[src/hdl/fupd_pkg.sv]
// Shared types, character constants and the hex digit decoder for the
// form-urlencoded pair decoder. No dependencies.
`timescale 1ns / 1ps
`default_nettype none

package fupd_pkg;

  // Splitter position within the body (one-hot)
  typedef enum logic [3:0] {
    SPL_SKIP_AMP = 4'b0001,
    SPL_KEY      = 4'b0010,
    SPL_SKIP_EQ  = 4'b0100,
    SPL_VALUE    = 4'b1000
  } split_e;

  // Percent-escape progress (one-hot)
  typedef enum logic [2:0] {
    ESC_IDLE = 3'b001,
    ESC_HIGH = 3'b010,
    ESC_LOW  = 3'b100
  } esc_e;

  // Role of a result
  typedef enum logic [1:0] {
    KIND_KEY      = 2'd0,
    KIND_VALUE    = 2'd1,
    KIND_PAIR_END = 2'd2,
    KIND_BODY_END = 2'd3
  } kind_e;

  localparam logic [7:0] ChPct   = 8'h25;
  localparam logic [7:0] ChPlus  = 8'h2B;
  localparam logic [7:0] ChAmp   = 8'h26;
  localparam logic [7:0] ChEq    = 8'h3D;
  localparam logic [7:0] ChSpace = 8'h20;

  // Result queue geometry (power of two, room for two results per byte)
  localparam int unsigned ResDepth = 4;
  localparam int unsigned ResPtrW  = $clog2(ResDepth);
  localparam int unsigned ResCntW  = $clog2(ResDepth + 1);

  typedef struct packed {
    kind_e      kind;
    logic [7:0] data;
    logic       bad;
    logic       last;
  } result_t;

  // Results produced by one byte: up to two
  typedef struct packed {
    logic [1:0] cnt;
    result_t    r0;
    result_t    r1;
  } res_pair_t;

  typedef struct packed {
    logic       bad;
    logic [3:0] val;
  } hex_t;

  // Hex digit value, either case; non-hex reads as zero and flags bad
  function automatic hex_t hex_nibble(logic [7:0] c);
    hex_t h;
    h.bad = 1'b0;
    h.val = 4'h0;
    if (c inside {[8'h30:8'h39]}) begin
      h.val = c[3:0];
    end else if (c inside {[8'h41:8'h46], [8'h61:8'h66]}) begin
      h.val = 4'(c[3:0] + 4'd9);
    end else begin
      h.bad = 1'b1;
    end
    return h;
  endfunction

endpackage

`default_nettype wire

[src/hdl/form_urlencoded_pair_decoder_unit.sv]
// Streaming form-urlencoded pair decoder: splitter, escape decoder and
// result queue. Depends on fupd_pkg.
`timescale 1ns / 1ps
`default_nettype none

// Takes one raw body byte per cycle and emits decoded key/value bytes, pair
// end markers and a body-end marker, up to two results per byte. Each byte
// is decoded in the cycle it is transferred and its results are registered
// into a 4-entry result queue and delivered from its head in order. The
// input side takes a byte in every cycle in which the queue has room for two
// results; the output side delivers one result per cycle while out_ready_i
// is high, so a byte that causes two results takes two output transfers.
module form_urlencoded_pair_decoder_unit (
  input  wire logic       clk_i,
  input  wire logic       rst_ni,
  input  wire logic       in_valid_i,
  output logic            in_ready_o,
  input  wire logic [7:0] raw_byte_i,
  input  wire logic       body_end_i,
  output logic            out_valid_o,
  input  wire logic       out_ready_i,
  output logic [1:0]      kind_o,
  output logic [7:0]      decoded_byte_o,
  output logic            bad_escape_o,
  output logic            last_of_body_o
);

  localparam int unsigned PtrW = fupd_pkg::ResPtrW;
  localparam int unsigned CntW = fupd_pkg::ResCntW;

  // Append one result to the per-byte result pair
  function automatic fupd_pkg::res_pair_t add_res(fupd_pkg::res_pair_t a,
                                                  fupd_pkg::kind_e k,
                                                  logic [7:0] d, logic b);
    fupd_pkg::res_pair_t o;
    fupd_pkg::result_t   r;
    o      = a;
    r.kind = k;
    r.data = d;
    r.bad  = b;
    r.last = 1'b0;
    if (a.cnt == 2'd0) begin
      o.r0 = r;
    end else begin
      o.r1 = r;
    end
    o.cnt = a.cnt + 2'd1;
    return o;
  endfunction

  fupd_pkg::split_e    split_q, split_d;
  fupd_pkg::esc_e      esc_q, esc_d;
  logic [3:0]          hi_q, hi_d;
  logic                nerr_q, nerr_d;
  fupd_pkg::res_pair_t acc;

  fupd_pkg::result_t   fifo_q [fupd_pkg::ResDepth];
  logic [PtrW-1:0]     wr_ptr_q, rd_ptr_q, wr_ptr_nx;
  logic [CntW-1:0]     cnt_q;
  logic [1:0]          push_n;
  logic                in_fire, pop;

  assign in_fire = in_valid_i & in_ready_o;
  assign pop     = out_valid_o & out_ready_i;

  // Per-byte decode: splitter step, escape step, end-of-body wrap-up
  always_comb begin
    fupd_pkg::hex_t  hx;
    fupd_pkg::kind_e pk;
    fupd_pkg::kind_e ek;
    logic            part_en, flush_en, pair_en, body_en;
    logic            is_amp, is_eq;

    split_d  = split_q;
    esc_d    = esc_q;
    hi_d     = hi_q;
    nerr_d   = nerr_q;
    acc      = '0;
    part_en  = 1'b0;
    flush_en = 1'b0;
    pair_en  = 1'b0;
    body_en  = 1'b0;
    pk       = fupd_pkg::KIND_KEY;
    ek       = fupd_pkg::KIND_KEY;
    hx       = fupd_pkg::hex_nibble(raw_byte_i);
    is_amp   = (raw_byte_i == fupd_pkg::ChAmp);
    is_eq    = (raw_byte_i == fupd_pkg::ChEq);

    // splitter
    case (split_q)
      fupd_pkg::SPL_SKIP_AMP: begin
        if (is_amp) begin
          body_en = body_end_i;
        end else if (is_eq) begin
          split_d = fupd_pkg::SPL_SKIP_EQ;
        end else begin
          split_d = fupd_pkg::SPL_KEY;
          part_en = 1'b1;
        end
      end
      fupd_pkg::SPL_KEY: begin
        if (is_eq) begin
          flush_en = 1'b1;
          split_d  = fupd_pkg::SPL_SKIP_EQ;
        end else begin
          part_en = 1'b1;
        end
      end
      fupd_pkg::SPL_SKIP_EQ: begin
        if (is_amp) begin
          pair_en = 1'b1;
          split_d = fupd_pkg::SPL_SKIP_AMP;
        end else if (!is_eq) begin
          split_d = fupd_pkg::SPL_VALUE;
          part_en = 1'b1;
          pk      = fupd_pkg::KIND_VALUE;
        end
      end
      fupd_pkg::SPL_VALUE: begin
        pk = fupd_pkg::KIND_VALUE;
        if (is_amp) begin
          flush_en = 1'b1;
          pair_en  = 1'b1;
          split_d  = fupd_pkg::SPL_SKIP_AMP;
        end else begin
          part_en = 1'b1;
        end
      end
      default: begin
        split_d = fupd_pkg::SPL_SKIP_AMP;
      end
    endcase

    // byte inside a key or value
    if (part_en) begin
      case (esc_q)
        fupd_pkg::ESC_HIGH: begin
          hi_d   = hx.val;
          nerr_d = hx.bad;
          esc_d  = fupd_pkg::ESC_LOW;
        end
        fupd_pkg::ESC_LOW: begin
          acc    = add_res(acc, pk, {hi_q, hx.val}, hx.bad | nerr_q);
          esc_d  = fupd_pkg::ESC_IDLE;
          hi_d   = 4'h0;
          nerr_d = 1'b0;
        end
        default: begin
          if (raw_byte_i == fupd_pkg::ChPct) begin
            esc_d = fupd_pkg::ESC_HIGH;
          end else if (raw_byte_i == fupd_pkg::ChPlus) begin
            acc = add_res(acc, pk, fupd_pkg::ChSpace, 1'b0);
          end else begin
            acc = add_res(acc, pk, raw_byte_i, 1'b0);
          end
        end
      endcase
    end

    // part closed by a separator: a pending escape yields a flagged byte
    if (flush_en) begin
      if (esc_q != fupd_pkg::ESC_IDLE) begin
        acc = add_res(acc, pk, (esc_q == fupd_pkg::ESC_LOW) ? {hi_q, 4'h0} : 8'h00,
                      1'b1);
      end
      esc_d  = fupd_pkg::ESC_IDLE;
      hi_d   = 4'h0;
      nerr_d = 1'b0;
    end

    if (pair_en) begin
      acc = add_res(acc, fupd_pkg::KIND_PAIR_END, 8'h00, 1'b0);
    end
    if (body_en) begin
      acc = add_res(acc, fupd_pkg::KIND_BODY_END, 8'h00, 1'b0);
    end

    // end of body: close an open pair, mark the last result, back to reset
    if (body_end_i) begin
      if (split_d != fupd_pkg::SPL_SKIP_AMP) begin
        if (split_d == fupd_pkg::SPL_KEY || split_d == fupd_pkg::SPL_VALUE) begin
          ek = (split_d == fupd_pkg::SPL_KEY) ? fupd_pkg::KIND_KEY
                                              : fupd_pkg::KIND_VALUE;
          if (esc_d != fupd_pkg::ESC_IDLE) begin
            acc = add_res(acc, ek,
                          (esc_d == fupd_pkg::ESC_LOW) ? {hi_d, 4'h0} : 8'h00, 1'b1);
          end
        end
        acc = add_res(acc, fupd_pkg::KIND_PAIR_END, 8'h00, 1'b0);
      end
      if (acc.cnt == 2'd1) begin
        acc.r0.last = 1'b1;
      end else if (acc.cnt == 2'd2) begin
        acc.r1.last = 1'b1;
      end
      split_d = fupd_pkg::SPL_SKIP_AMP;
      esc_d   = fupd_pkg::ESC_IDLE;
      hi_d    = 4'h0;
      nerr_d  = 1'b0;
    end
  end

  // Decoder state, advanced on each input transfer
  always_ff @(posedge clk_i or negedge rst_ni) begin
    if (!rst_ni) begin
      split_q <= fupd_pkg::SPL_SKIP_AMP;
      esc_q   <= fupd_pkg::ESC_IDLE;
      hi_q    <= 4'h0;
      nerr_q  <= 1'b0;
    end else if (in_fire) begin
      split_q <= split_d;
      esc_q   <= esc_d;
      hi_q    <= hi_d;
      nerr_q  <= nerr_d;
    end
  end

  // Result queue: up to two writes per byte, one read per cycle when the output is taken
  assign push_n    = in_fire ? acc.cnt : 2'd0;
  assign wr_ptr_nx = wr_ptr_q + PtrW'(1);

  always_ff @(posedge clk_i) begin
    if (in_fire && acc.cnt != 2'd0) begin
      fifo_q[wr_ptr_q] <= acc.r0;
    end
    if (in_fire && acc.cnt == 2'd2) begin
      fifo_q[wr_ptr_nx] <= acc.r1;
    end
  end

  always_ff @(posedge clk_i or negedge rst_ni) begin
    if (!rst_ni) begin
      wr_ptr_q <= '0;
      rd_ptr_q <= '0;
      cnt_q    <= '0;
    end else begin
      wr_ptr_q <= wr_ptr_q + PtrW'(push_n);
      rd_ptr_q <= rd_ptr_q + PtrW'(pop);
      cnt_q    <= cnt_q + CntW'(push_n) - CntW'(pop);
    end
  end

  // Handshake and result fields
  assign in_ready_o     = (cnt_q <= CntW'(fupd_pkg::ResDepth - 2));
  assign out_valid_o    = (cnt_q != '0);
  assign kind_o         = fifo_q[rd_ptr_q].kind;
  assign decoded_byte_o = fifo_q[rd_ptr_q].data;
  assign bad_escape_o   = fifo_q[rd_ptr_q].bad;
  assign last_of_body_o = fifo_q[rd_ptr_q].last;

endmodule

`default_nettype wire

[config.mk]
export PLATFORM = sky130hd
export DESIGN_NAME = form_urlencoded_pair_decoder_unit
export DESIGN_NICKNAME = d
export VERILOG_FILES = /design/src/hdl/fupd_pkg.sv /design/src/hdl/form_urlencoded_pair_decoder_unit.sv
export SDC_FILE = /design/constraint.sdc
export NUM_CORES = 1
export LEC_CHECK = 0
export BUFFER_PORTS_ARGS = -buffer_cell sky130_fd_sc_hd__buf_2
export CELL_PAD_IN_SITES_DETAIL_PLACEMENT = 1
export CELL_PAD_IN_SITES_GLOBAL_PLACEMENT = 1
export CORE_MARGIN = 2
export CORE_UTILIZATION = 45
export CTS_CLUSTER_SIZE = 24
export DETAILED_ROUTE_END_ITERATION = 12
export MAX_ROUTING_LAYER = met4
export PLACE_DENSITY_LB_ADDON = 0.1
export SLEW_MARGIN = 20
export SYNTH_ARGS = -nofsm -noshare
export SYNTH_HDL_FRONTEND = slang
export SYNTH_SLANG_ARGS = --single-unit
[constraint.sdc]
create_clock -name clk_i -period 17.6 [get_ports clk_i]
set_clock_uncertainty 0.05 [all_clocks]
set_input_delay 3.52 -clock clk_i [delete_from_list [all_inputs] [get_ports clk_i]]
set_output_delay 3.52 -clock clk_i [all_outputs]
set_load 0.02 [all_outputs]
* After elaboration in Yosys (flattened, before gate mapping)
Memory sizes are Yosys's and may differ from the RTL's.
Cells that the tools add are included.
** Operators by class
- Multiplexer cells :: 74
- Add/sub/neg operators :: 11
- Bitwise operators :: 3
- Order comparisons :: 7
- Reduce and logical (&&, ||, !) cells :: 19
- Equal/unequal tests :: 19
** Operators with widths (number)
- 26-bit two-way mux :: 11
- 12-bit two-way mux :: 10
- 25-bit two-way mux :: 2
- 25-bit one-hot mux with 2 select lines :: 1
- 4-bit two-way mux :: 11
- 8-bit by 6-bit equality test with 1-bit output (second input constant) :: 4
- 1-bit two-way mux :: 23
- 22-bit two-way mux :: 1
- 8-bit by 7-bit >= comparator with 1-bit output (second input constant) :: 2
- 8-bit by 7-bit less-or-equal comparator with 1-bit output (second input constant) :: 2
- 8-bit two-way mux :: 2
- 4-bit one-hot mux with 4 select lines :: 1
- 3-bit two-way mux :: 5
- 2-bit by 1-bit adder with 2-bit output (second input constant) :: 6
- 2-bit zero test :: 5
- 4-bit by 2-bit equality test with 1-bit output (second input constant) :: 2
- 4-bit equality test (second input constant) :: 2
- 8-bit by 6-bit >= comparator with 1-bit output (second input constant) :: 1
- 8-bit by 6-bit less-or-equal comparator with 1-bit output (second input constant) :: 1
- 4-bit one-hot mux with 2 select lines :: 1
- 3-bit equality test (second input constant) :: 2
- 3-bit by 1-bit inequality test with 1-bit output (second input constant) :: 2
- 1-bit one-hot mux with 2 select lines :: 3
- 3-bit one-hot mux with 2 select lines :: 1
- 23 further kinds :: 32
** Storage, ports and cells
- Memories kept :: 1
- Memory bits (writable) :: 48
- Bits in registers :: 19
** Memories
- fifo_q :: words 4, width 12, rd ports 1, clocked after Yosys merged registers in 0, write ports 2, line form_urlencoded_pair_decoder_unit.sv:57 : fupd_pkg::result_t fifo_q [fupd_pkg::ResDepth];

* Logic depth before layout (Yosys ltp)
Gate-level depths: netlist of run 1.
- Depth in word-level cells :: 36
- Gate-level depth with buffers :: 30
- Depth with buffers taken out :: 29

* Worst setup path before layout of run 1
No wires, ideal clock.
- Path kind :: input port to flip-flop
- From :: in raw_byte_i[7]
- To :: mem fifo_q[3][0] (netlist bit), enable pin
- Slack :: 8.382 ns
- Arrival :: 8.870 ns
- Library setup time :: 0.298 ns
- Data required time :: 17.252 ns
- Path buffers :: 3
- Stages on the path :: 29
- Path through :: or3b_1 -> buf_2 -> or3b_4 -> o2bb2ai_2 -> buf_6 -> o21ai_0 -> inv_1 -> ha_1 -> nand3_1 -> o21ai_1 -> inv_1 -> ha_1 -> nand2_1 -> o21ai_0 -> inv_1 -> ha_1 -> nand3_1 -> a21boi_0 -> a21oi_1 -> ha_1 -> a21boi_0 -> ha_1 -> a21oi_1 -> or3_1 -> o311ai_4 -> o21ai_2 -> a21o_1 -> buf_2 -> nand2_1
** RTL lines
- start: declaration :: line form_urlencoded_pair_decoder_unit.sv:18 : input wire logic [7:0] raw_byte_i,
- end: declaration :: line form_urlencoded_pair_decoder_unit.sv:57

==> flow_metrics.env, run 1 <==
export IMPL_cts_path_max_buffers=2
export IMPL_synth_cell_types=81
export IMPL_ant_nets=0
export IMPL_die_y_microns=105
export IMPL_die_area_sq_um=11100
export IMPL_insertion_delay_ns=0.36
export IMPL_fin_crit_ns=10.42
export IMPL_synth_edf_count=32
export IMPL_tightest_slew_ns=1.12
export IMPL_clk_pin_slew_worst_paths_ns=0.08
export IMPL_status="complete, no violations"
export IMPL_cp_max_fo=11
export IMPL_cts_root_buf="clkbuf_8"
export IMPL_num_vias=4121
export IMPL_slowest_delay_ns=0.95
export IMPL_ys_seq_area_share_pct=38.2
export IMPL_coreArea_sq_um=9860
export IMPL_drive_gt1_share_pct=17.6
export IMPL_first_pass_iters=4
export IMPL_placed_cells=610
export IMPL_grt_start_max_net_pins=23
export IMPL_p_switching_mw=0.365
export IMPL_cap_violations=0
export IMPL_period_share_pct=59.2
export IMPL_p_clk_share_pct=18.5
export IMPL_syn_area_per_cell_sq_um=9.65
export IMPL_r2r_start="split_q[0]"
export IMPL_layout_cells_non_filler=626
export IMPL_grt_pass1_wl_microns=23400
export IMPL_p_leak_nw=1.85
export IMPL_pin_count=27
export IMPL_start_kind="input pin"
export IMPL_numPortBuffers=26
export IMPL_power_density_nw_per_um2=158
export IMPL_cpLargestDelayFamily="compound AO/OA/AOI/OAI gates"
export IMPL_cts_setup_buffers=0
export IMPL_worstPathRequired_ns=17.53
export IMPL_area_growth_syn_to_layout_pct=8.86
export IMPL_swShare_pct=46.2
export IMPL_power_internal_mw=0.426
export IMPL_diodes=0
export IMPL_antenna_found_initial=0
export IMPL_drv_slew=0
export IMPL_timing_final_hold_violations=0
export IMPL_arrival_ns=10.35
export IMPL_drc=0
export IMPL_worstSetupPathType="input pin to flop"
export IMPL_rows=36
export IMPL_cp_num_buf_inv=5
export IMPL_grt_pass1_vias=4150
export IMPL_final_common_cell="nand2_1"
export IMPL_slew_headroom_pct=24.3
export IMPL_hold_buffers=0
export IMPL_combPwrFrac_pct=49.5
export IMPL_fin_setup_tns_ns=0
export IMPL_nets=516
export IMPL_dpl_hpwl_microns=10900
export IMPL_synth_seq_cells=67
export IMPL_wl_per_cell_microns=22.9
export IMPL_grt_usage_pct=28.1
export IMPL_gp_congestion=0.981
export IMPL_mostFrequentLayoutCells="nand2_1 (49), edfxtp_1 (32), o22ai_1 (28)"
export IMPL_endpoint_kind="flop"
export IMPL_cts_buffers=9
export IMPL_startpoint="raw_byte_i[0]"
export IMPL_rsz0062_at_grt="no"
export IMPL_path_common_cell="ha_1"
export IMPL_setup_viol=0
export IMPL_viasPerCell=6.58
export IMPL_cts_resized=0
export IMPL_postSynth_asyncResetShare_pct=28.4
export IMPL_htreeDepth=3
export IMPL_cts_tree="done"
export IMPL_die_w_microns=105
export IMPL_worstHoldPathType="flop to flop"
export IMPL_initial_utilization_pct=46.7
export IMPL_totalWireLength_microns=14300
export IMPL_max_vdd_ir_drop_mv=0.0801
export IMPL_power_frac_seq_pct=32.0
export IMPL_fmax_ghz=0.0960
export IMPL_synth_main_ff_cell="edfxtp_1"
export IMPL_drt_initial_drc_count=259
export IMPL_grt_overflow=0
export IMPL_synth_warning_count=0
export IMPL_netlist_area_sq_um=4600
export IMPL_clock_sinks=67
export IMPL_synth_fp_nets=505
export IMPL_worstHoldStart="fifo_q[2][3]"
export IMPL_crit_slowest_cell="a32oi_1"
export IMPL_syn_inst=477
-- metal layers --
metal  global-route usage (%)  routed length [microns]  vias up
li1                         -                        -     1884
met1                     37.5                     6240     2053
met2                     44.0                     6890      158
met3                     4.49                      854       26
met4                     9.14                      363        0
met5                        -                        0        -
-- sequential cells by signal, indices dropped and copies added, names as in the netlist --
| register | cells |
|---|---|
| cnt_q | 3 |
| esc_q | 3 |
| fifo_q | 48 |
| hi_q | 4 |
| nerr_q | 1 |
| rd_ptr_q | 2 |
| split_q | 4 |
| wr_ptr_q | 2 |
-- layout make-up --
class                           count  area, sq um
Timing Repair Buffer               28          145
Inverter                           16         60.1
Clock inverter                      7         98.8
Clock buffer                        9          124
Multi-Input combinational cell    366         2660
Tap cell                          133          166
Fill cell                        1102         4850
Sequential cell                    67         1760
-- cells in the mapped netlist, types with 3 or more instances --
cell type	instances	area, sq um
buf_2	8	40.0
a21o_1	5	37.5
nand4_1	9	56.3
clkbuf_1	14	52.6
nor4b_1	4	35.0
or3_1	4	25.0
dfxtp_1	16	320
xor2_1	6	52.6
and2_1	8	50.1
a32oi_1	5	43.8
and3_1	9	56.3
o31ai_1	3	22.5
ha_1	14	175
a31oi_1	4	25.0
nand3_1	22	110
nor3b_1	4	30.0
edfxtp_1	32	961
nor4_1	7	43.8
a22oi_1	8	60.1
xnor2_1	4	35.0
a21oi_1	27	135
o22ai_1	28	175
o2111ai_1	4	35.0
a32o_1	5	50.1
mux4_2	12	270
o211a_1	3	30.0
buf_1	4	15.0
a22o_1	4	35.0
o211ai_1	3	22.5
o21ai_0	18	90.1
dfrtp_1	17	425
inv_1	15	56.3
a31o_2	4	35.0
o21ai_1	5	25.0
nand2_1	49	184
or4_1	3	22.5
nor3_1	8	40.0
nor2_1	26	97.6
-- final timing paths --
path / slack, ns / cells past startpoint / endpoint
setup reg to reg: 9.70 / 24 / fifo_q[2][8]
setup / recovery: 7.18 / 27 / fifo_q[2][8]
min in group asynchronous: 3.06 / 1 / rd_ptr_q[1]
hold / removal: 0.40 / 2 / fifo_q[2][3]
max in group asynchronous: 14.07 / 1 / esc_q[0]
hold reg to reg: 0.40 / 2 / fifo_q[2][3]
-- worst register-to-register path: stages (launching register included) --
cell and delay [ns]:
dfstp_2 0.63, nor4b_1 0.61, o22ai_1 0.26, o2bb2ai_2 0.55, o21ai_0 0.36, inv_1 0.12, ha_1 0.12, nand3_1 0.13
o21ai_1 0.24, inv_1 0.08, ha_1 0.30, nand2_1 0.05, o21ai_0 0.17, inv_1 0.08, ha_1 0.28, nand3_1 0.06
a21boi_0 0.35, a21oi_1 0.11, ha_1 0.28, a21boi_0 0.17, ha_1 0.27, a21oi_1 0.47, a32oi_1 0.30, a32oi_1 0.95
nand2_1 0.52
-- through the flow --
step / util [%] / hold slack [ns] / total power, mW / area [sq um] / setup WS, ns
3_3_place_gp: 48.5 / 0.393 / 0.630 / 4790 / 7.38
2_1_floorplan: - / 0.383 / 0.533 / 4600 / 8.38
5_1_grt: 50.8 / 0.430 / 0.841 / 5010 / 6.69
6_report: 50.8 / 0.404 / 0.791 / 5010 / 7.18
3_5_place_dp: 48.5 / 0.395 / 0.641 / 4790 / 7.01
4_1_cts: 50.8 / 0.407 / 0.789 / 5010 / 7.33
-- logic make-up (layout without fill, tap and decap cells) --
| group | count (synthesis) | count (layout) | share of synthesized area, % |
|---|---|---|---|
| AO/OA/AOI/OAI | 154 | 154 | 25.2 |
| XOR/XNOR | 11 | 11 | 2.26 |
| adder cells (fa/ha/maj) | 15 | 15 | 4.24 |
| buffers and inverters | 44 | 60 | 4.05 |
| flip-flops | 67 | 67 | 38.2 |
| multiplexers | 14 | 14 | 6.31 |
| AND/OR/NAND/NOR | 172 | 172 | 19.8 |
-- power groups by stage --
stage / Combinational, mW / Clock, mW / Sequential (mW)
after floorplan: 0.308 / 0 / 0.224
after global placement: 0.375 / 0 / 0.255
after detailed placement: 0.384 / 0 / 0.256
after CTS: 0.387 / 0.148 / 0.253
after global routing: 0.427 / 0.155 / 0.260
final: 0.392 / 0.146 / 0.253
Note: power is estimated with default switching activity, not from simulation.
==> inputs of run 2 (changes only) <==
--- a/config.mk
+++ b/config.mk
@@ -9,7 +9,7 @@
 export CELL_PAD_IN_SITES_DETAIL_PLACEMENT = 1
 export CELL_PAD_IN_SITES_GLOBAL_PLACEMENT = 1
 export CORE_MARGIN = 2
-export CORE_UTILIZATION = 45
+export CORE_UTILIZATION = 44
 export CTS_CLUSTER_SIZE = 24
 export DETAILED_ROUTE_END_ITERATION = 12
 export MAX_ROUTING_LAYER = met4
==> constraint.sdc (replaced) <==
create_clock -name clk_i -period 9 [get_ports clk_i]
set_clock_uncertainty 0.05 [all_clocks]
set_input_delay 1.8 -clock clk_i [delete_from_list [all_inputs] [get_ports clk_i]]
set_output_delay 1.8 -clock clk_i [all_outputs]
set_load 0.02 [all_outputs]
==> run 2 against run 1 <==
Against the previous run:
- final cell count is 1.1% higher
- clock power grew 73%
- highest routed layer unchanged
- critical path depth up 1
- largest power group unchanged
==> flow_metrics.env, run 2 (synthesized netlist as in run 1, its figures left out) <==
export IMPL_final_common_cell="nand2_1"
export IMPL_cts_buffers=9
export IMPL_grt_pass1_vias=4189
export IMPL_totalWireLength_microns=15000
export IMPL_dpl_hpwl_microns=11500
export IMPL_arrival_ns=8.29
export IMPL_timing_final_hold_violations=0
export IMPL_cap_violations=0
export IMPL_cts_resized=0
export IMPL_num_vias=4155
export IMPL_power_density_nw_per_um2=304
export IMPL_fin_setup_tns_ns=0
export IMPL_drt_initial_drc_count=307
export IMPL_die_y_microns=106
export IMPL_rows=37
export IMPL_die_area_sq_um=11300
export IMPL_grt_usage_pct=28.7
export IMPL_status="complete, no violations"
export IMPL_tightest_slew_ns=1.07
export IMPL_wl_per_cell_microns=23.7
export IMPL_insertion_delay_ns=0.35
export IMPL_drv_slew=0
export IMPL_rr_worst_depth=25
export IMPL_p_leak_nw=1.86
export IMPL_worstPathRequired_ns=8.97
export IMPL_endpoint_kind="flop"
export IMPL_max_vdd_ir_drop_mv=0.149
export IMPL_cp_endpoint="fifo_q[3][10]"
export IMPL_grt_overflow=0
export IMPL_cp_max_fo=22
export IMPL_grt_start_max_net_pins=23
export IMPL_diodes=0
export IMPL_start_kind="input pin"
export IMPL_cts_root_buf="clkbuf_8"
export IMPL_gp_congestion=0.934
export IMPL_largest_reg_flops=48
export IMPL_die_w_microns=106
export IMPL_nets=520
export IMPL_cts_tree="done"
export IMPL_fin_crit_ns=8.32
export IMPL_area_growth_syn_to_layout_pct=8.89
export IMPL_clk_pin_slew_worst_paths_ns=0.08
export IMPL_htreeDepth=3
export IMPL_antenna_found_initial=0
export IMPL_mostFrequentLayoutCells="nand2_1 (49), edfxtp_1 (32), o22ai_1 (28)"
export IMPL_regMostFlops="fifo_q"
export IMPL_placed_cell_area_sq_um=4820
export IMPL_rsz0062_at_grt="no"
export IMPL_grt_pass1_wl_microns=23800
export IMPL_slew_headroom_pct=27.8
export IMPL_viasPerCell=6.56
export IMPL_pin_count=27
export IMPL_period_share_pct=92.5
export IMPL_setup_viol=0
export IMPL_r2r_start="split_q[0]"
export IMPL_cts_path_max_buffers=2
export IMPL_whs_ns=0.411
export IMPL_coreArea_sq_um=10200
export IMPL_hold_buffers=0
export IMPL_first_pass_iters=5
export IMPL_numPortBuffers=26
export IMPL_cts_setup_buffers=0
export IMPL_startpoint="raw_byte_i[0]"
export IMPL_regToRegEndpoint="fifo_q[3][10]"
export IMPL_ant_nets=0
export IMPL_drc=0
export IMPL_reg2reg_slack_ns=1.36
export IMPL_design_area_sq_um=5010
export IMPL_clock_sinks=67
export IMPL_worstHoldPathType="flop to flop"
export IMPL_initial_utilization_pct=45.0
export IMPL_fmax_ghz=0.120
export IMPL_reg_top3="fifo_q (48), hi_q (4), split_q (4)"
export IMPL_drive_gt1_share_pct=18.5
export IMPL_worstSetupPathType="input pin to flop"
-- run 2: changes by cell type in the layout (fill, tap and decap cells not counted), sizes merged --
cell    delta
buf        +4
bufinv     -2
clkbuf     +2
-- run 2: how the worst min path moves through the flow --
stage,startpoint,depth (start not counted),endpoint
2_1_floorplan,fifo_q[2][2],2,fifo_q[2][2]
3_3_place_gp,fifo_q[2][2],2,fifo_q[2][2]
3_5_place_dp,fifo_q[2][2],2,fifo_q[2][2]
4_1_cts,fifo_q[2][2],2,fifo_q[2][2]
5_1_grt,fifo_q[1][3],2,fifo_q[1][3]
6_report,fifo_q[2][3],2,fifo_q[2][3]
-- run 2: per-layer routing --
layer	wire [microns]	GRT usage (%)	up-vias
met5	0	-	-
met4	357	9.02	0
met3	847	3.74	31
met2	7130	44.8	152
met1	6670	39.1	2077
li1	-	-	1895
-- run 2: final cells by class --
cell class	count	area (sq um)
Timing Repair Buffer	32	175
Sequential cell	67	1760
Multi-Input combinational cell	366	2660
Clock buffer	11	156
Fill cell	1183	5220
Tap cell	136	170
Inverter	16	60.1
Clock inverter	5	33.8
-- run 2: worst max-delay path, stage by stage --
cell       delay (ns)
buf_2            0.14
inv_1            0.10
ha_1             0.16
nand4bb_1        0.25
nor3_1           0.46
o2bb2ai_2        0.26
o21ai_0          0.25
inv_1            0.10
ha_1             0.28
nand3_1          0.13
o21ai_1          0.21
inv_1            0.08
ha_1             0.30
nand2_1          0.05
o21ai_0          0.18
inv_1            0.08
ha_1             0.28
nand3_1          0.06
a21boi_0         0.35
a21oi_1          0.11
ha_1             0.29
a21boi_0         0.08
ha_1             0.31
a21oi_1          0.17
a32oi_1          0.45
a22o_1           0.68
nand2_2          0.29
nand2_1          0.36
-- run 2: through the flow --
step | power (mW) | util, % | instances | setup WS [ns]
floorplan | 1.04 | - | 477 | 1.50
CTS | 1.51 | 49.0 | 633 | 0.745
global route | 1.62 | 49.0 | 633 | 0.0663
finish | 1.52 | 49.0 | 633 | 0.676
global placement | 1.24 | 47.1 | 617 | 0.839
detailed placement | 1.26 | 47.1 | 617 | 0.392
-- run 2: power breakdown --
group	total (mW)	internal [mW]	switching [mW]
logic	0.776	0.275	0.502
clock network	0.253	0.121	0.132
registers	0.492	0.405	0.0870
